<file path="config.mk">
export PLATFORM = sky130hd
export DESIGN_NAME = touch_calibration_capture_fsm
export DESIGN_NICKNAME = d
export VERILOG_FILES = /design/src/tcc_pkg.sv /design/src/tcc_fifo.sv /design/src/tcc_front.sv /design/src/tcc_back.sv /design/src/touch_calibration_capture_fsm.sv
export SDC_FILE = /design/constraint.sdc
export NUM_CORES = 1
export LEC_CHECK = 0
export BUFFER_PORTS_ARGS = -buffer_cell sky130_fd_sc_hd__buf_2
export CORE_MARGIN = 4
export CORE_UTILIZATION = 45
export CTS_BUF_LIST = sky130_fd_sc_hd__clkbuf_8
export DETAILED_ROUTE_END_ITERATION = 8
export PLACE_DENSITY = 0.65
export SETUP_SLACK_MARGIN = 0.05
export SYNTH_ARGS = -nofsm -noshare
export SYNTH_HDL_FRONTEND = slang
export SYNTH_HIERARCHICAL = 1
export SYNTH_SLANG_ARGS = --single-unit
</file>
<file path="constraint.sdc">
create_clock -name clock -period 17.4 [get_ports clock]
set_input_delay 0.87 -clock clock [delete_from_list [all_inputs] [get_ports clock]]
set_output_delay 0.87 -clock clock [all_outputs]
set_load 0.005 [all_outputs]
</file>
<file path="src/tcc_pkg.sv">
// Shared types, widths and codes for the touch calibration capture block.
// No dependencies; imported by the front end, the executor, the top level and the bench.
package tcc_pkg;

   localparam int MAX_POINTS_DEF = 64;
   localparam int COORD_BITS_DEF = 15;
   localparam int QUEUE_DEPTH    = 4;

   localparam int ID_W     = 8;
   localparam int COUNT_W  = 4;
   localparam int STATUS_W = 3;
   localparam int INDEX_W  = 7;
   localparam int PCT_W    = 7;
   localparam int CSR_IDX_W  = 3;
   localparam int CSR_DATA_W = 7;

   // register indexes
   localparam logic [CSR_IDX_W-1:0] CSR_TOTAL_POINTS = 3'd0;
   localparam logic [CSR_IDX_W-1:0] CSR_SETTLE       = 3'd1;
   localparam logic [CSR_IDX_W-1:0] CSR_DUAL_LIMIT   = 3'd2;
   localparam logic [CSR_IDX_W-1:0] CSR_IDLE_LIMIT   = 3'd3;
   localparam logic [CSR_IDX_W-1:0] CSR_STEP         = 3'd4;

   // result status codes
   localparam logic [STATUS_W-1:0] ST_PROGRESS = 3'd0;
   localparam logic [STATUS_W-1:0] ST_IDLE_REQ = 3'd1;
   localparam logic [STATUS_W-1:0] ST_POINT    = 3'd2;
   localparam logic [STATUS_W-1:0] ST_COMPLETE = 3'd3;
   localparam logic [STATUS_W-1:0] ST_ABORT    = 3'd4;

   localparam logic [PCT_W:0] FULL_PERCENT = 8'd100;

   // item kind as decided by the front end
   typedef struct packed {
      logic is_tick;
      logic single;
      logic dual;
   } tcc_class_type;

   localparam int CLASS_W = $bits(tcc_class_type);

endpackage

</file>
<file path="src/tcc_fifo.sv">
// Small register queue between the front end and the executor.
// Depends on nothing but its parameters.
module tcc_fifo #(
   parameter int WIDTH = 8,
   parameter int DEPTH = 4
) (
   input  logic             clock,
   input  logic             reset,
   input  logic             push,
   input  logic [WIDTH-1:0] push_data,
   output logic             full,
   input  logic             pop,
   output logic [WIDTH-1:0] pop_data,
   output logic             empty
);

   localparam int PTR_W = (DEPTH > 1) ? $clog2(DEPTH) : 1;
   localparam int CNT_W = $clog2(DEPTH + 1);
   localparam logic [PTR_W-1:0] LAST_PTR = PTR_W'(DEPTH - 1);
   localparam logic [CNT_W-1:0] FULL_CNT = CNT_W'(DEPTH);

   logic [WIDTH-1:0] slot_ff [DEPTH];
   logic [PTR_W-1:0] wr_ptr_ff, wr_ptr_in, rd_ptr_ff, rd_ptr_in;
   logic [CNT_W-1:0] count_ff, count_in;
   logic             do_push, do_pop;

   assign full     = (count_ff == FULL_CNT);
   assign empty    = (count_ff == '0);
   assign do_push  = push && !full;
   assign do_pop   = pop && !empty;
   assign pop_data = slot_ff[rd_ptr_ff];

   always_comb begin
      wr_ptr_in = wr_ptr_ff;
      rd_ptr_in = rd_ptr_ff;
      count_in  = count_ff;
      if (do_push) begin
         wr_ptr_in = (wr_ptr_ff == LAST_PTR) ? '0 : wr_ptr_ff + 1'b1;
      end
      if (do_pop) begin
         rd_ptr_in = (rd_ptr_ff == LAST_PTR) ? '0 : rd_ptr_ff + 1'b1;
      end
      if (do_push && !do_pop) begin
         count_in = count_ff + 1'b1;
      end else if (do_pop && !do_push) begin
         count_in = count_ff - 1'b1;
      end
   end

   always_ff @(posedge clock) begin
      if (reset) begin
         wr_ptr_ff <= '0;
         rd_ptr_ff <= '0;
         count_ff  <= '0;
      end else begin
         wr_ptr_ff <= wr_ptr_in;
         rd_ptr_ff <= rd_ptr_in;
         count_ff  <= count_in;
      end
   end

   always_ff @(posedge clock) begin
      if (do_push) begin
         slot_ff[wr_ptr_ff] <= push_data;
      end
   end

endmodule

</file>
<file path="src/tcc_front.sv">
// Front end: takes request beats, classifies them and packs them for the queue.
// Uses tcc_pkg for the class struct and field widths.
module tcc_front
   import tcc_pkg::*;
#(
   parameter int COORD_BITS = COORD_BITS_DEF,
   parameter int ITEM_W     = CLASS_W + ID_W + 2 * COORD_BITS
) (
   input  logic                  req_valid,
   output logic                  req_stall,
   input  logic                  req_kind,
   input  logic [COUNT_W-1:0]    req_contact_count,
   input  logic [ID_W-1:0]       req_contact_id,
   input  logic [COORD_BITS-1:0] req_contact_x,
   input  logic [COORD_BITS-1:0] req_contact_y,
   output logic                  q_push,
   output logic [ITEM_W-1:0]     q_data,
   input  logic                  q_full
);

   tcc_class_type cls;

   always_comb begin
      cls.is_tick = req_kind;
      cls.single  = (req_contact_count == 4'd1);
      cls.dual    = (req_contact_count == 4'd2);
   end

   // hold the requester off only when the queue has no room
   assign req_stall = q_full;
   assign q_push    = req_valid && !q_full;
   assign q_data    = {cls, req_contact_id, req_contact_x, req_contact_y};

endmodule

</file>
<file path="src/tcc_back.sv">
// Executor: capture state, progress, session control and the result register.
// Uses tcc_pkg for codes, widths and the class struct.
module tcc_back
   import tcc_pkg::*;
#(
   parameter int MAX_POINTS = MAX_POINTS_DEF,
   parameter int COORD_BITS = COORD_BITS_DEF,
   parameter int ITEM_W     = CLASS_W + ID_W + 2 * COORD_BITS
) (
   input  logic                  clock,
   input  logic                  reset,
   input  logic                  csr_wr_en,
   input  logic [CSR_IDX_W-1:0]  csr_index,
   input  logic [CSR_DATA_W-1:0] csr_wdata,
   input  logic [ITEM_W-1:0]     q_data,
   input  logic                  q_empty,
   output logic                  q_pop,
   output logic                  rsp_valid,
   input  logic                  rsp_stall,
   output logic [STATUS_W-1:0]   rsp_status,
   output logic [INDEX_W-1:0]    rsp_point_index,
   output logic [PCT_W-1:0]      rsp_progress,
   output logic [COORD_BITS-1:0] rsp_cal_x,
   output logic [COORD_BITS-1:0] rsp_cal_y,
   output logic                  session_done
);

   localparam logic [1:0] MODE_WAIT    = 2'd0;
   localparam logic [1:0] MODE_SETTLE  = 2'd1;
   localparam logic [1:0] MODE_LATCHED = 2'd2;
   localparam logic [INDEX_W-1:0] MAX_PTS = INDEX_W'(MAX_POINTS);

   tcc_class_type         cls;
   logic [ID_W-1:0]       item_id;
   logic [COORD_BITS-1:0] item_x, item_y;

   assign {cls, item_id, item_x, item_y} = q_data;

   // configuration
   logic [6:0] total_ff, dual_lim_ff, step_ff;
   logic [3:0] settle_lim_ff;
   logic [1:0] idle_lim_ff;

   always_ff @(posedge clock) begin
      if (reset) begin
         total_ff      <= 7'd4;
         settle_lim_ff <= 4'd5;
         dual_lim_ff   <= 7'd100;
         idle_lim_ff   <= 2'd3;
         step_ff       <= 7'd10;
      end else if (csr_wr_en) begin
         unique case (csr_index)
            CSR_TOTAL_POINTS: total_ff      <= csr_wdata;
            CSR_SETTLE:       settle_lim_ff <= csr_wdata[3:0];
            CSR_DUAL_LIMIT:   dual_lim_ff   <= csr_wdata;
            CSR_IDLE_LIMIT:   idle_lim_ff   <= csr_wdata[1:0];
            CSR_STEP:         step_ff       <= csr_wdata;
            default: ;
         endcase
      end
   end

   // capture state
   logic [1:0]            mode_ff, mode_in;
   logic                  done_ff, done_in;
   logic [ID_W-1:0]       tid_ff, tid_in;
   logic [3:0]            settle_ff, settle_in;
   logic [PCT_W-1:0]      pct_ff, pct_in;
   logic [INDEX_W-1:0]    target_ff, target_in;
   logic [COORD_BITS-1:0] avg_x_ff, avg_x_in, avg_y_ff, avg_y_in;
   logic [1:0]            idle_ff, idle_in;
   logic [6:0]            dual_ff, dual_in;
   logic                  seen_ff, seen_in;
   logic                  lws_ff, lws_in;

   // result register
   logic                  rsp_valid_ff, rsp_valid_in;
   logic [STATUS_W-1:0]   st_ff, st_in;
   logic [INDEX_W-1:0]    idx_ff, idx_in;
   logic [PCT_W-1:0]      prog_ff, prog_in;
   logic [COORD_BITS-1:0] cx_ff, cx_in, cy_ff, cy_in;

   logic                  out_free, res_valid;
   logic [PCT_W:0]        pct_sum;
   logic [INDEX_W-1:0]    target_inc, limit_pts;
   logic [3:0]            settle_inc;
   logic [COORD_BITS:0]   sum_x, sum_y;

   assign out_free   = !rsp_valid_ff || !rsp_stall;
   assign q_pop      = !q_empty && out_free;
   assign pct_sum    = {1'b0, pct_ff} + {1'b0, step_ff};
   assign target_inc = target_ff + 1'b1;
   assign settle_inc = settle_ff + 1'b1;
   assign limit_pts  = (total_ff > MAX_PTS) ? MAX_PTS : total_ff;
   assign sum_x      = {1'b0, avg_x_ff} + {1'b0, item_x};
   assign sum_y      = {1'b0, avg_y_ff} + {1'b0, item_y};

   always_comb begin
      mode_in   = mode_ff;
      done_in   = done_ff;
      tid_in    = tid_ff;
      settle_in = settle_ff;
      pct_in    = pct_ff;
      target_in = target_ff;
      avg_x_in  = avg_x_ff;
      avg_y_in  = avg_y_ff;
      idle_in   = idle_ff;
      dual_in   = dual_ff;
      seen_in   = seen_ff;
      lws_in    = lws_ff;
      res_valid = 1'b0;
      st_in     = ST_PROGRESS;
      idx_in    = target_ff;
      prog_in   = '0;
      cx_in     = '0;
      cy_in     = '0;

      if (q_pop && !done_ff) begin
         if (!cls.is_tick) begin
            seen_in = 1'b1;
            lws_in  = cls.single;
            if (cls.dual) begin
               if (dual_ff >= dual_lim_ff) begin
                  dual_in   = '0;
                  done_in   = 1'b1;
                  res_valid = 1'b1;
                  st_in     = ST_ABORT;
                  prog_in   = pct_ff;
               end else begin
                  dual_in = dual_ff + 1'b1;
               end
            end else begin
               dual_in = '0;
            end

            if (cls.single) begin
               if (mode_ff == MODE_WAIT) begin
                  if (item_id != tid_ff) begin
                     tid_in    = item_id;
                     mode_in   = MODE_SETTLE;
                     settle_in = '0;
                     pct_in    = '0;
                  end
               end else if (item_id != tid_ff) begin
                  // contact changed: drop back, keep the old id
                  mode_in = MODE_WAIT;
                  pct_in  = '0;
               end else if (mode_ff == MODE_SETTLE) begin
                  settle_in = settle_inc;
                  if (settle_inc >= settle_lim_ff) begin
                     avg_x_in  = item_x;
                     avg_y_in  = item_y;
                     mode_in   = MODE_LATCHED;
                     settle_in = '0;
                  end
               end else begin
                  avg_x_in = sum_x[COORD_BITS:1];
                  avg_y_in = sum_y[COORD_BITS:1];
               end
            end
         end else if (!seen_ff) begin
            if (idle_ff >= idle_lim_ff) begin
               pct_in    = '0;
               tid_in    = '0;
               res_valid = 1'b1;
               st_in     = ST_IDLE_REQ;
            end else begin
               idle_in = idle_ff + 1'b1;
            end
         end else begin
            idle_in   = '0;
            seen_in   = 1'b0;
            res_valid = 1'b1;
            prog_in   = pct_ff;
            if (mode_ff == MODE_LATCHED && lws_ff) begin
               if (pct_sum >= FULL_PERCENT) begin
                  pct_in    = '0;
                  prog_in   = '0;
                  target_in = target_inc;
                  mode_in   = MODE_WAIT;
                  cx_in     = avg_x_ff;
                  cy_in     = avg_y_ff;
                  if (target_inc >= limit_pts) begin
                     done_in = 1'b1;
                     st_in   = ST_COMPLETE;
                  end else begin
                     st_in   = ST_POINT;
                  end
               end else begin
                  pct_in  = pct_sum[PCT_W-1:0];
                  prog_in = pct_sum[PCT_W-1:0];
               end
            end
         end
      end

      rsp_valid_in = rsp_valid_ff;
      if (out_free) begin
         rsp_valid_in = q_pop && res_valid;
      end
   end

   always_ff @(posedge clock) begin
      if (reset) begin
         mode_ff      <= MODE_WAIT;
         done_ff      <= 1'b0;
         tid_ff       <= '0;
         settle_ff    <= '0;
         pct_ff       <= '0;
         target_ff    <= '0;
         avg_x_ff     <= '0;
         avg_y_ff     <= '0;
         idle_ff      <= '0;
         dual_ff      <= '0;
         seen_ff      <= 1'b0;
         lws_ff       <= 1'b0;
         rsp_valid_ff <= 1'b0;
      end else begin
         mode_ff      <= mode_in;
         done_ff      <= done_in;
         tid_ff       <= tid_in;
         settle_ff    <= settle_in;
         pct_ff       <= pct_in;
         target_ff    <= target_in;
         avg_x_ff     <= avg_x_in;
         avg_y_ff     <= avg_y_in;
         idle_ff      <= idle_in;
         dual_ff      <= dual_in;
         seen_ff      <= seen_in;
         lws_ff       <= lws_in;
         rsp_valid_ff <= rsp_valid_in;
      end
   end

   // load the payload only with a fresh result
   always_ff @(posedge clock) begin
      if (q_pop && res_valid) begin
         st_ff   <= st_in;
         idx_ff  <= idx_in;
         prog_ff <= prog_in;
         cx_ff   <= cx_in;
         cy_ff   <= cy_in;
      end
   end

   assign rsp_valid       = rsp_valid_ff;
   assign rsp_status      = st_ff;
   assign rsp_point_index = idx_ff;
   assign rsp_progress    = prog_ff;
   assign rsp_cal_x       = cx_ff;
   assign rsp_cal_y       = cy_ff;
   assign session_done    = done_ff;

endmodule

</file>
<file path="src/touch_calibration_capture_fsm.sv">
// Touch calibration capture: top level joining front end, queue and executor.
// An accepted request beat is written into the queue; its response beat is driven
// from the executor's result register. Throughput: one item per cycle while rsp_stall
// is low; a four-entry queue lets request and response sides stall independently.
// Reset: synchronous, active high; clears capture state and queue, loads register defaults.
module touch_calibration_capture_fsm
   import tcc_pkg::*;
#(
   parameter int MAX_POINTS = MAX_POINTS_DEF,
   parameter int COORD_BITS = COORD_BITS_DEF
) (
   input  logic                  clock,
   input  logic                  reset,
   input  logic                  csr_wr_en,
   input  logic [CSR_IDX_W-1:0]  csr_index,
   input  logic [CSR_DATA_W-1:0] csr_wdata,
   input  logic                  req_valid,
   output logic                  req_stall,
   input  logic                  req_kind,
   input  logic [COUNT_W-1:0]    req_contact_count,
   input  logic [ID_W-1:0]       req_contact_id,
   input  logic [COORD_BITS-1:0] req_contact_x,
   input  logic [COORD_BITS-1:0] req_contact_y,
   output logic                  rsp_valid,
   input  logic                  rsp_stall,
   output logic [STATUS_W-1:0]   rsp_status,
   output logic [INDEX_W-1:0]    rsp_point_index,
   output logic [PCT_W-1:0]      rsp_progress,
   output logic [COORD_BITS-1:0] rsp_cal_x,
   output logic [COORD_BITS-1:0] rsp_cal_y
);

   localparam int ITEM_W = CLASS_W + ID_W + 2 * COORD_BITS;

   logic              q_push, q_full, q_pop, q_empty, session_done;
   logic [ITEM_W-1:0] q_in_data, q_out_data;

   tcc_front #(
      .COORD_BITS(COORD_BITS),
      .ITEM_W    (ITEM_W)
   ) u_front (
      .req_valid        (req_valid),
      .req_stall        (req_stall),
      .req_kind         (req_kind),
      .req_contact_count(req_contact_count),
      .req_contact_id   (req_contact_id),
      .req_contact_x    (req_contact_x),
      .req_contact_y    (req_contact_y),
      .q_push           (q_push),
      .q_data           (q_in_data),
      .q_full           (q_full)
   );

   tcc_fifo #(
      .WIDTH(ITEM_W),
      .DEPTH(QUEUE_DEPTH)
   ) u_queue (
      .clock    (clock),
      .reset    (reset),
      .push     (q_push),
      .push_data(q_in_data),
      .full     (q_full),
      .pop      (q_pop),
      .pop_data (q_out_data),
      .empty    (q_empty)
   );

   tcc_back #(
      .MAX_POINTS(MAX_POINTS),
      .COORD_BITS(COORD_BITS),
      .ITEM_W    (ITEM_W)
   ) u_back (
      .clock          (clock),
      .reset          (reset),
      .csr_wr_en      (csr_wr_en),
      .csr_index      (csr_index),
      .csr_wdata      (csr_wdata),
      .q_data         (q_out_data),
      .q_empty        (q_empty),
      .q_pop          (q_pop),
      .rsp_valid      (rsp_valid),
      .rsp_stall      (rsp_stall),
      .rsp_status     (rsp_status),
      .rsp_point_index(rsp_point_index),
      .rsp_progress   (rsp_progress),
      .rsp_cal_x      (rsp_cal_x),
      .rsp_cal_y      (rsp_cal_y),
      .session_done   (session_done)
   );

   // an ended session never raises a new response
   a_no_rsp_after_end: assert property (@(posedge clock) disable iff (reset)
      (session_done && !rsp_valid) |=> !rsp_valid)
      else $error("response raised after session end");

   // a finished point always reports zero hold progress
   a_done_zero_progress: assert property (@(posedge clock) disable iff (reset)
      (rsp_valid && (rsp_status == ST_POINT || rsp_status == ST_COMPLETE))
         |-> (rsp_progress == '0))
      else $error("completed point with non-zero progress");

   // progress reports stay below full
   a_progress_range: assert property (@(posedge clock) disable iff (reset)
      (rsp_valid && rsp_status == ST_PROGRESS) |-> (rsp_progress < 7'd100))
      else $error("progress report at or above full");

   // a completed or aborted session leaves the executor ended
   a_complete_ends: assert property (@(posedge clock) disable iff (reset)
      (rsp_valid && (rsp_status == ST_COMPLETE || rsp_status == ST_ABORT))
         |-> session_done)
      else $error("session end reported while executor still running");

endmodule

</file>
After elaboration in Yosys (flattened, before gate mapping)
Memories as Yosys holds them, arrays and structs flattened. A register that Yosys moved wholly into a read port is not among the register bits.
Index checks and enable logic that the tools add are counted.
Widths: inputs -> output; s select.
{"block": "word_totals", "output_inout_bits": 49, "input_bits": 58, "register_bits": 152, "ramBits": 164, "memories": 1}
{"memory": "u_queue.slot_ff", "depth": 4, "word_bits": 41, "read_ports": 1, "rd_ports_with_merged_regs": 1, "wr": 1, "line": "tcc_fifo.sv:22", "rtl": "logic [WIDTH-1:0] slot_ff [DEPTH];"}
{"block": "classes", "n_eq_ne": 24, "bitwise_logic": 3, "muxes": 71, "n_lt_le_gt_ge": 6, "n_addsub": 11, "n_reduce_logical": 43}
{"cell": "$mux 7", "count": 14}
{"cell": "$mux 15", "count": 4}
{"cell": "$mux 8", "count": 6}
{"cell": "$add 15x15->16", "count": 2}
{"cell": "$mux 2", "count": 16}
{"cell": "$mux 3", "count": 8}
{"cell": "$mux 4", "count": 5}
{"cell": "$mux 1", "count": 18}
{"cell": "$reduce_and 6->1", "count": 3}
{"cell": "$ne 2x2->1 const B", "count": 8}
{"cell": "$add 7x1->7 const B", "count": 2}
{"cell": "$ge 7x7->1", "count": 2}
{"cell": "$reduce_bool 2->1", "count": 7}
{"cell": "$reduce_and 2->1", "count": 6}
{"cell": "$logic_and 1x1->1", "count": 9}
{"cell": "$add 7x7->8", "count": 1}
{"cell": "$ge 8x7->1 const B", "count": 1}
{"cell": "$ne 8x8->1", "count": 1}
{"cell": "$reduce_and 8->1", "count": 1}
{"cell": "$gt 7x7->1 const B", "count": 1}
{"cell": "$logic_not 1->1", "count": 7}
{"cell": "$reduce_and 7->1", "count": 1}
{"cell": "$add 2x1->2 const B", "count": 3}
{"cell": "$eq 2x2->1 const B", "count": 3}
{"cell": "22 further kinds", "count": 29}

Longest topological paths before layout
Gate-level depths: netlist (run 1).
{"block": "depth", "ltp_word": 8, "depth_mapped": 13, "ltp_nobuf": 11}

Modules after synthesis
Netlist (run 1), hierarchy kept.
{"module": "tcc_back", "cells_per_inst": 910, "seq_area_each_um2": 3373.2, "n_inst": 1, "area_each_um2": 8155.3}
{"module": "tcc_fifo", "cells_per_inst": 265, "seq_area_each_um2": 5104.9, "n_inst": 1, "area_each_um2": 6409.9}
{"module": "tcc_front", "cells_per_inst": 43, "seq_area_each_um2": 0.0, "n_inst": 1, "area_each_um2": 324.1}

Worst setup path before layout (run 1)
No wires, ideal clock.
{"block": "synth_timing", "path_type": "register -> register", "from": "register with a tool-made name", "to": "register u_back.cx_ff[0] (netlist: u_back/rsp_cal_x[0]) (enable)", "setup_slack_ns": 11.833, "arrival_ns": 5.041, "period_less_slack_ns": 5.567, "n_path_buf": 3, "setup_time_ns": 0.526, "stages_incl_launch_ff": 7, "t_required_ns": 16.874, "path_cell_list": "dfxtp_1 buf_2 buf_4 mux4_2 clkbuf_1 a31oi_1 a21boi_0"}
{"element": "end signal: assignment", "line": "tcc_back.sv:241", "rtl": "cx_ff <= cx_in;"}
{"element": "end: declaration", "line": "tcc_back.sv:81", "rtl": "logic [COORD_BITS-1:0] cx_ff, cx_in, cy_ff, cy_in;"}

==> out/summary.txt, run 1 <==
Post-CTS setup buffers: 0
Root Buffer: clkbuf_8
Mapped Cells: 1218
Crit path max-delay cell type: dfxtp_2
Sequential power share: 45.3%
Most used cell along the critical path: buf_4
Full die area: 36060 µm²
Yosys warns: 6
Final Critical Period: 4.045 ns
TritonCTS clock tree: yes
Area occupied by registers: 8481 µm²
Initial antenna violation count: 9
Synth Area in XOR/XNOR: 2.353%
Ys flop type: edfxtp_1
Wire length on met3: 2151 µm
R2R depth: 9
Hold EP: u_back/total_ff[4]
Area occupied by multi-input gates: 5692 µm²
Mux cell area share after synthesis: 7.092%
Worst-margin pin slew: 1.128 ns
Hold_ws: 0.4595 ns
Comb pwr share: 25.9%
Total internal power: 1.442 mW
Element type at the critical path end: flip-flop
Largest net degree at the start of global routing: 67
Adder-cell share of the synthesized area: 5.916%
Peak supply drop: 0.05413 mV
Nets@finish: 1415
Fraction of registers with async set/reset: 0%
Core Rows: 66
WP data required: 17.83 ns
Setup TNS: 0 ns
Period utilization: 23.24%
Post-CTS Resized: 0
Hold path depth: 2
Synth top area cells: edfxtp_1 43%, dfxtp_1 14%, mux4_2 6.2%
DRT Pass-1 Iters: 8
DR top layer: met5
WP data arrival: 4.47 ns
I/O pin total: 107
Worst path max stage delay: 0.75 ns
Largest family of logic cells by synthesized area: compound AO/OA/AOI/OAI gates
Final hold viol count: 0
Clk_skew: 0.01375 ns
Post-DRT Antenna Nets: 0
Max-Cap Viols: 0
Post-synth EDFFs: 211
Hold Path Origin: u_back/total_ff[4]
Initial Util: 45.65%
R2R Setup Slk: 13.36 ns
Synth area leader: edfxtp_1
Final GP Congestion: 0.8895
Crit path max fanout: 62
Clock sinks: 318
Detail Placement HPWL: 20550 µm
Drt wl/cell: 17.36 µm
Proportion of layout cells with a drive suffix above 1: 19.67%
Power per cell area: 127.4 nW/µm²
Die W: 189.9 µm
Final setup viols: 0
Via-to-Cell Ratio: 5.353
Mean area per synthesized cell: 12.22 µm²
Sequential fraction of the synthesis area: 56.94%
Fillers: 2830
Most common cell in the netlist: edfxtp_1
Post-Syn Nets: 1344
Met1 WL: 14510 µm
Worst-Skew Late Latency: 0.58 ns
Post-synth top cells: 211 x edfxtp_1, 107 x dfxtp_1, 101 x nand2_1, 89 x nor2_1, 87 x a21oi_1
Synth Area in Simple Gates: 10.82%
Vias in the first global route: 9127
Worst path cell trace: buf_4 > mux4_2 > nor2_1 > nand2_1 > nor3_4 > buf_4 > o311ai_0 > a31oi_1 > a211oi_1
Area delta synth->final: 10.69%
Max Buffers Root-to-Sink: 3
Critical path type: flip-flop to flip-flop
Cts hold-fix bufs: 0
Post-Syn Area: 14890 µm²
Yosys reg bits: 318
DRT Wirelength: 30830 µm
Cell variety after synth: 74
Achievable Freq: 247.2 MHz
DRC: 0
RSZ-0062 raised after global routing: no
Synth Area in Compound Gates: 11.88%
CORE AREA: 32620 µm²
Capturing point of the worst reg2reg path: u_back/avg_x_ff[12]
Normalized max-slew margin: 24.77%
Total number of vias: 9507
Worst-path clk slew: 0.06 ns
Metal2 WL: 13550 µm
Num CTS Buffers: 52
First-pass GRT wire length: 49160 µm
Clk pwr share: 28.8%
Psw: 658.7 µW
Slew Limit Fails: 0
Sw frac: 31.36%
Number of H-tree levels: 2
Startpoint Class: flip-flop
Status: finished clean
Hold crit path type: flip-flop to flip-flop
Share of the synthesized area in the top cell type: 42.55%
Final Cell Area: 16480 µm²
Port Buffers: 106
Chip height: 189.9 µm
Placed Area: 15500 µm²
DR iter-0 viols: 578
Gr usage total: 16.88%
Leak: 6.292 nW
Total gr overflow: 0
per-layer routing:
layer	vias to the layer above	global-route usage, %
met5	-	0
met4	16	4.201
met3	58	4.514
met2	254	25.63
met1	4507	24.35
li1	4672	-
critical path, delay by kind of cell (launching register included):
kind / cells / cell delay, ns
AND/OR/NAND/NOR: 3 / 0.85
buffers and inverters: 2 / 1.00
flip-flops: 1 / 0.75
multiplexers: 1 / 0.74
AO/OA/AOI/OAI: 3 / 0.52
layout by cell type, fill, tap and decap left out, types with 21 or more instances in the layout:
| cell type | n |
|---|---|
| buf_2 | 106 |
| o21ai_0 | 39 |
| nor2_1 | 89 |
| mux4_2 | 41 |
| xor2_1 | 21 |
| ha_1 | 64 |
| clkbuf_8 | 52 |
| nand2_1 | 101 |
| dfxtp_1 | 105 |
| a21oi_1 | 87 |
| and3_1 | 36 |
| edfxtp_1 | 211 |
| inv_1 | 48 |
cell families (layout without fill, tap and decap cells):
group,after synthesis,after routing
buffers and inverters,140,254
other,0,2
AO/OA/AOI/OAI,265,265
adder cells (fa/ha/maj),68,68
flip-flops,318,318
multiplexers,54,54
AND/OR/NAND/NOR,333,333
XOR/XNOR,40,40
power by group through the flow:
stage | Clock, mW | Sequential, mW | Combinational (mW)
2_1_floorplan | 0 | 0.956 | 0.419
3_3_place_gp | 0 | 0.966 | 0.538
3_5_place_dp | 0 | 0.969 | 0.546
4_1_cts | 0.625 | 0.953 | 0.548
5_1_grt | 0.659 | 0.962 | 0.602
6_report | 0.605 | 0.951 | 0.545
how the worst max path moves through the flow:
stage | end | cells past startpoint
after global placement | u_back/avg_x_ff[12] | 9
after detailed placement | u_back/avg_x_ff[12] | 9
after CTS | u_back/avg_x_ff[12] | 9
final | u_back/avg_x_ff[12] | 9
after floorplan | u_back/rsp_cal_x[0] | 6
after global routing | u_back/avg_x_ff[12] | 9
state kept, by name (all words and copies together), names as in the netlist, 3 cells and up, named ones only:
| name | flops |
|---|---|
| u_back/settle_lim_ff | 4 |
| u_queue/count_ff | 3 |
| u_back/settle_ff | 4 |
| u_back/avg_x_ff | 15 |
| u_back/pct_ff | 7 |
| u_back/avg_y_ff | 15 |
| u_back/rsp_cal_y | 15 |
| u_back/rsp_status | 3 |
| u_back/idx_in | 7 |
| u_back/rsp_point_index | 7 |
| u_back/dual_lim_ff | 7 |
| u_back/tid_ff | 8 |
| u_back/total_ff | 7 |
| u_back/rsp_cal_x | 15 |
| u_back/step_ff | 7 |
| u_back/rsp_progress | 7 |
| u_queue/slot_ff | 164 |
| u_back/dual_ff | 7 |
area by class of cell:
type,instances,share of cell area [%]
clock buffer,52,4.343
antenna,2,0.03037
tap,442,3.356
inverter,41,1.048
sequential,318,51.46
timing repair buffer,116,3.674
clock inverter,45,1.556
multi-input combinational,760,34.54
through the flow:
stage               util [%]  setup slack, ns  instances  power [mW]
floorplan                  -            11.83       1218       1.375
global placement       47.53            13.31       1677       1.504
finish                 50.53            13.36       1776       2.100
global route           50.52            12.91       1775       2.223
detailed placement     47.53            13.24       1677       1.515
CTS                    50.51            13.21       1774       2.126
(Power assumes the default switching activity.)
==> inputs of run 2 (changes only) <==
--- a/config.mk
+++ b/config.mk
@@ -5,12 +5,13 @@
 export SDC_FILE = /design/constraint.sdc
 export NUM_CORES = 1
 export LEC_CHECK = 0
+export ABC_AREA = 1
 export BUFFER_PORTS_ARGS = -buffer_cell sky130_fd_sc_hd__buf_2
 export CORE_MARGIN = 4
 export CORE_UTILIZATION = 45
 export CTS_BUF_LIST = sky130_fd_sc_hd__clkbuf_8
 export DETAILED_ROUTE_END_ITERATION = 8
-export PLACE_DENSITY = 0.65
+export PLACE_DENSITY = 0.68
 export SETUP_SLACK_MARGIN = 0.05
 export SYNTH_ARGS = -nofsm -noshare
 export SYNTH_HDL_FRONTEND = slang
==> constraint.sdc (replaced) <==
create_clock -name clock -period 3.5 [get_ports clock]
set_input_delay 0.175 -clock clock [delete_from_list [all_inputs] [get_ports clock]]
set_output_delay 0.175 -clock clock [all_outputs]
set_load 0.005 [all_outputs]
==> out/summary.txt, run 2 <==
Initial Util: 45.79%
Cts hold-fix bufs: 61
Achievable Freq: 340.6 MHz
Most frequent cells in the layout: 258 x nor2_1, 258 x nand2_1, 211 x edfxtp_1
Sequential fraction of the synthesis area: 54.94%
TritonCTS clock tree: yes
Area occupied by multi-input gates: 5769 µm²
Post-synth EDFFs: 211
Max FFs per register: 164
Number of H-tree levels: 2
Met2 Resource Use GR: 30.45%
Cell variety after synth: 47
Final setup viols: 0
Setup TNS: 0 ns
DRC: 0
# diodes: 0
Met1 Use GR: 27.27%
Gr usage total: 19.00%
Clock sinks: 318
Port Buffers: 106
Final GP Congestion: 0.9017
Status: finished clean
Final Critical Period: 2.936 ns
Yosys reg bits: 318
Vias in the first global route: 11204
Share of the synthesized area in the top cell type: 41.06%
DRT Wirelength: 35530 µm
Fillers: 3066
Power per cell area: 706.4 nW/µm²
Post-Syn Area: 15430 µm²
Chip height: 193.2 µm
Area occupied by registers: 8479 µm²
Synth top area cells: edfxtp_1 41%, dfxtp_1 14%, nor2_1 6.4%
Crit path max-delay cell type: buf_4
Total placed cells including tap cells: 2147
WP data required: 4.05 ns
Post-CTS Resized: 0
Total gr overflow: 0
Post-Syn Nets: 1793
Peak supply drop: 0.3194 mV
Worst-Skew Late Latency: 0.63 ns
Period utilization: 83.88%
Reg with most FFs: u_queue/slot_ff
I/O pin total: 107
Fraction of registers with async set/reset: 0%
Final Non-Filler Cells: 2305
Largest net degree at the start of global routing: 83
Root Buffer: clkbuf_8
Total number of vias: 11750
Ys flop type: edfxtp_1
GR Util met3: 3.079%
Via-to-Cell Ratio: 5.098
First-pass GRT wire length: 57300 µm
Post-CTS setup buffers: 0
RSZ-0062 raised after global routing: no
Clk_skew: 0.04299 ns
CORE AREA: 33700 µm²
Nets@finish: 1940
Most common cell in the netlist: nor2_1
Worst path max stage delay: 0.37 ns
Mean area per synthesized cell: 9.258 µm²
Max-Cap Viols: 0
Worst-path clk slew: 0.06 ns
DR iter-0 viols: 890
Element type at the critical path end: flip-flop
Area delta synth->final: 15.36%
Hold crit path type: input port to flip-flop
Startpoint Class: flip-flop
DRT Pass-1 Iters: 5
Post-synth top cells: 262 x nor2_1, 258 x nand2_1, 211 x edfxtp_1, 145 x inv_1, 133 x a21oi_1
Critical path type: flip-flop to flip-flop
Core Rows: 67
Detail Placement HPWL: 24300 µm
Die W: 193.2 µm
Num CTS Buffers: 52
Leak: 7.201 nW
Full die area: 37320 µm²
Slew Limit Fails: 0
Drt wl/cell: 15.41 µm
Max Buffers Root-to-Sink: 3
Mapped Cells: 1667
Normalized max-slew margin: 35.23%
Proportion of layout cells with a drive suffix above 1: 12.44%
Synth area leader: edfxtp_1
Worst path cell trace: inv_2 > buf_4 > o21ai_0 > o22ai_1 > inv_1 > nand2_1 > nand3_1 > nor2_1 > nand2_1 > nor2_2 > nand3_4 > buf_4 > nor2_1 > o21ai_0 > a21oi_1
Global route hottest layer: met2
Initial antenna violation count: 0
Worst-margin pin slew: 0.9705 ns
Crit path max fanout: 32
WP data arrival: 3.48 ns
Final hold viol count: 0
Post-DRT Antenna Nets: 0
Yosys warns: 6
-- run 2: cell count changes after synthesis, moves of 40 or more --
cell and delta:
o21ai_1 +45, inv_1 +106, mux4_2 -41, and3_1 -40
nand3_1 +47, nand2_1 +157, o21ai_0 +84, nor2_1 +173
a21oi_1 +46
-- run 2: routing by layer --
| metal | wire length [µm] | share of wire (%) |
|---|---|---|
| met5 | 0 | 0 |
| met4 | 440 | 1.2 |
| met2 | 16140 | 45 |
| met3 | 1963 | 5.5 |
| met1 | 16990 | 48 |
-- run 2: kinds of logic (layout without fill, tap and decap cells) --
| group | count (synthesis) | after routing | share of synthesized area, % |
|---|---|---|---|
| XOR/XNOR | 27 | 27 | 1.532 |
| AND/OR/NAND/NOR | 636 | 636 | 17.16 |
| AO/OA/AOI/OAI | 371 | 371 | 12.79 |
| flip-flops | 318 | 318 | 54.94 |
| adder cells (fa/ha/maj) | 68 | 68 | 5.708 |
| buffers and inverters | 247 | 437 | 7.873 |
-- run 2: layout make-up --
| cell class | instances | share of cell area, % |
|---|---|---|
| clock buffers | 53 | 4.098 |
| clock inverters | 44 | 2.024 |
| inverters | 153 | 3.226 |
| multi-input cells | 1102 | 32.41 |
| flip-flops and latches | 318 | 47.63 |
| well taps | 448 | 3.149 |
| repair buffers | 187 | 7.464 |
-- run 2: power breakdown --
group | internal (mW) | total (mW) | leakage (nW) | switching (mW)
registers | 4.69 | 4.91 | 2.82 | 0.221
logic | 1.38 | 4.32 | 3.81 | 2.94
clock network | 1.82 | 3.35 | 0.572 | 1.53
total | 7.88 | 12.6 | 7.20 | 4.69
-- run 2: final timing paths --
check                            from  cells past startpoint             endpoint  slack, ns
hold reg to reg   u_back/session_done                      2  u_back/session_done       0.47
hold / removal              csr_wr_en                      4    u_back/step_ff[3]       0.07
setup reg to reg            flip-flop                     15  u_back/avg_y_ff[11]       0.56
setup / recovery            flip-flop                     15  u_back/avg_y_ff[11]       0.56
-- run 2: per-stage QoR --
step	setup slack (ns)	total power [mW]	hold WS, ns	util [%]	cell area [µm²]
3_5_place_dp	0.6175	9.244	0.3930	47.78	16100
5_1_grt	0.2662	13.46	0.05730	52.83	17800
3_3_place_gp	0.6601	9.139	0.3879	47.78	16100
6_report	0.5642	12.58	0.06989	52.83	17800
4_1_cts	0.5595	12.69	0.01272	52.83	17800
2_1_floorplan	0.4152	7.996	0.2474	-	15430
-- run 2: worst max-delay path, delay by kind of cell, from the launching register on --
family,cells,cell delay [ns]
compound gates,4,0.66
simple gates,7,0.83
buf+inv,4,0.99
flops,1,0.34
==> inputs of run 3 (changes only) <==
==> constraint.sdc (replaced) <==
create_clock -name clock -period 2.7 [get_ports clock]
set_input_delay 0.135 -clock clock [delete_from_list [all_inputs] [get_ports clock]]
set_output_delay 0.135 -clock clock [all_outputs]
set_load 0.005 [all_outputs]
==> out/summary.txt, run 3 (synthesis results as in run 2) <==
Proportion of layout cells with a drive suffix above 1: 17.62%
Drt wl/cell: 15.54 µm
Number of H-tree levels: 2
Largest net degree at the start of global routing: 48
Element type at the critical path end: flip-flop
Max-Cap Viols: 0
Peak supply drop: 0.4302 mV
Clock sinks: 318
Clk pwr share: 24.3%
Crit path max fanout: 18
I/O pin total: 107
Worst Path Buf+Inv: 3
Max Buffers Root-to-Sink: 3
Post-DRT Antenna Nets: 0
Final hold viol count: 0
RSZ-0062 raised after global routing: yes
Final setup viols: 0
Fillers: 2995
Worst-path clk slew: 0.07 ns
Initial Util: 45.79%
Power per cell area: 924.8 nW/µm²
Area delta synth->final: 20.97%
Total number of vias: 12303
Max FFs per register: 164
DRC: 0
Psw: 6.305 mW
Gr usage total: 19.35%
First-pass GRT wire length: 58680 µm
Critical path's top delay family: simple AND/OR/NAND/NOR gates
Critical path type: flip-flop to flip-flop
Period utilization: 93.08%
Worst path cell trace: buf_4 > clkbuf_16 > o21ai_1 > o22ai_1 > ha_1 > buf_4 > nand2_1 > nor2_1 > nor2_1 > nand2_1 > nand2_1 > nand2_1 > or2_2 > nand3_1 > a21oi_1
CORE AREA: 33700 µm²
Total power: 17.26 mW
Nets@finish: 2009
Sequential power share: 36.9%
Die W: 193.2 µm
Root Buffer: clkbuf_8
WP data arrival: 2.98 ns
Initial antenna violation count: 2
Crit path max-delay cell type: dfxtp_4
Sw frac: 36.52%
Reg with most FFs: u_queue/slot_ff
Worst-Skew Late Latency: 0.58 ns
Hold crit path type: input port to flip-flop
Num CTS Buffers: 52
WP data required: 3.17 ns
Detail Placement HPWL: 25050 µm
Most used cell along the critical path: nand2_1
Achievable Freq: 397.9 MHz
DR iter-0 viols: 856
DRT Wirelength: 36890 µm
Status: finished clean
Startpoint Class: flip-flop
Slew Limit Fails: 0
Port Buffers: 106
Final Non-Filler Cells: 2374
Total gr overflow: 0
Full die area: 37320 µm²
Leak: 7.662 nW
Normalized max-slew margin: 58.26%
Total placed cells including tap cells: 2211
Final WS setup: 0.1869 ns
Core Rows: 67
Chip height: 193.2 µm
Worst path max stage delay: 0.41 ns
DRT Pass-1 Iters: 6
Total internal power: 10.96 mW
Comb pwr share: 38.8%
Hold Path Origin: csr_index[2]
Most frequent cells in the layout: 255 x nor2_1, 255 x nand2_1, 211 x edfxtp_1
Place WS: -0.0007379 ns
TritonCTS clock tree: yes
Final Critical Period: 2.513 ns
Via-to-Cell Ratio: 5.182
Vias in the first global route: 11551
Clk_skew: 0.01761 ns
Final GP Congestion: 0.8906
Worst-margin pin slew: 0.6238 ns
run 3: changes by cell type in the layout (fill, tap and decap cells not counted), moves of 4 or more:
| cell | change |
|---|---|
| buf_4 | +55 |
| buf_12 | +8 |
| o22ai_1 | -12 |
| o21ai_1 | +9 |
| clkinv_1 | -15 |
| a21oi_2 | +8 |
| o21ai_0 | -10 |
| a21oi_1 | -8 |
| ha_1 | -4 |
| inv_1 | +13 |
| o22ai_2 | +12 |
run 3: worst paths after layout:
kind / endpoint / slack (ns) / depth (start not counted)
setup / recovery: u_back/avg_y_ff[10] / 0.19 / 15
hold / removal: u_back/step_ff[3] / 0.05 / 4
setup reg to reg: u_back/avg_y_ff[10] / 0.19 / 15
hold reg to reg: u_back/session_done / 0.47 / 2
run 3: power groups by stage:
stage / clock (mW) / sequential [mW] / combinational [mW]
2_1_floorplan: 0 / 6.45 / 3.93
4_1_cts: 4.30 / 6.36 / 6.32
5_1_grt: 4.55 / 6.43 / 7.46
6_report: 4.20 / 6.37 / 6.69
3_3_place_gp: 0 / 6.43 / 6.12
3_5_place_dp: 0 / 6.46 / 6.22
run 3: layer usage:
layer | vias up | wire [µm] | track usage (%)
li1 | 6104 | - | -
met1 | 5728 | 16770 | 27.73
met2 | 402 | 16620 | 30.32
met3 | 69 | 2675 | 3.565
met4 | 0 | 834 | 5.583
met5 | - | 0 | 0
run 3: repair_timing:
item | CTS | global route
endpoints found under the setup margin | 4 | 86
gates resized for setup | 1 | 63
setup buffers | 0 | 3
hold endpoints to repair | 195 | 0
pin swaps | 0 | 6
hold buffers | 60 | 0
cloned | 0 | 3
run 3: area by class of cell:
cell class | count | area [µm²] | share of cell area [%]
clock inverters | 40 | 287.8 | 1.541
inverters | 153 | 591.8 | 3.170
well taps | 448 | 560.5 | 3.002
diodes | 2 | 5.005 | 0.02681
clock buffers | 55 | 757.0 | 4.055
flip-flops and latches | 318 | 8486 | 45.45
multi-input cells | 1102 | 5953 | 31.89
repair buffers | 256 | 2028 | 10.86
run 3: worst register-to-register path, delay by kind of cell, from the launching register on:
family | cells | cell delay (ns)
simple gates | 8 | 0.83
buf+inv | 3 | 0.46
compound gates | 3 | 0.41
flops | 1 | 0.41
fa+ha+maj | 1 | 0.30
run 3: stage by stage:
step / area (µm²) / hold slack (ns) / utilization [%] / setup TNS (ns)
after floorplan: 15440 / 0.2074 / - / -63.11
after global placement: 16680 / 0.3469 / 49.50 / 0
after detailed placement: 16680 / 0.3504 / 49.50 / -0.0007379
after CTS: 18330 / 0.02711 / 54.40 / 0
after global routing: 18670 / 0.07839 / 55.40 / 0
final: 18670 / 0.04640 / 55.40 / 0
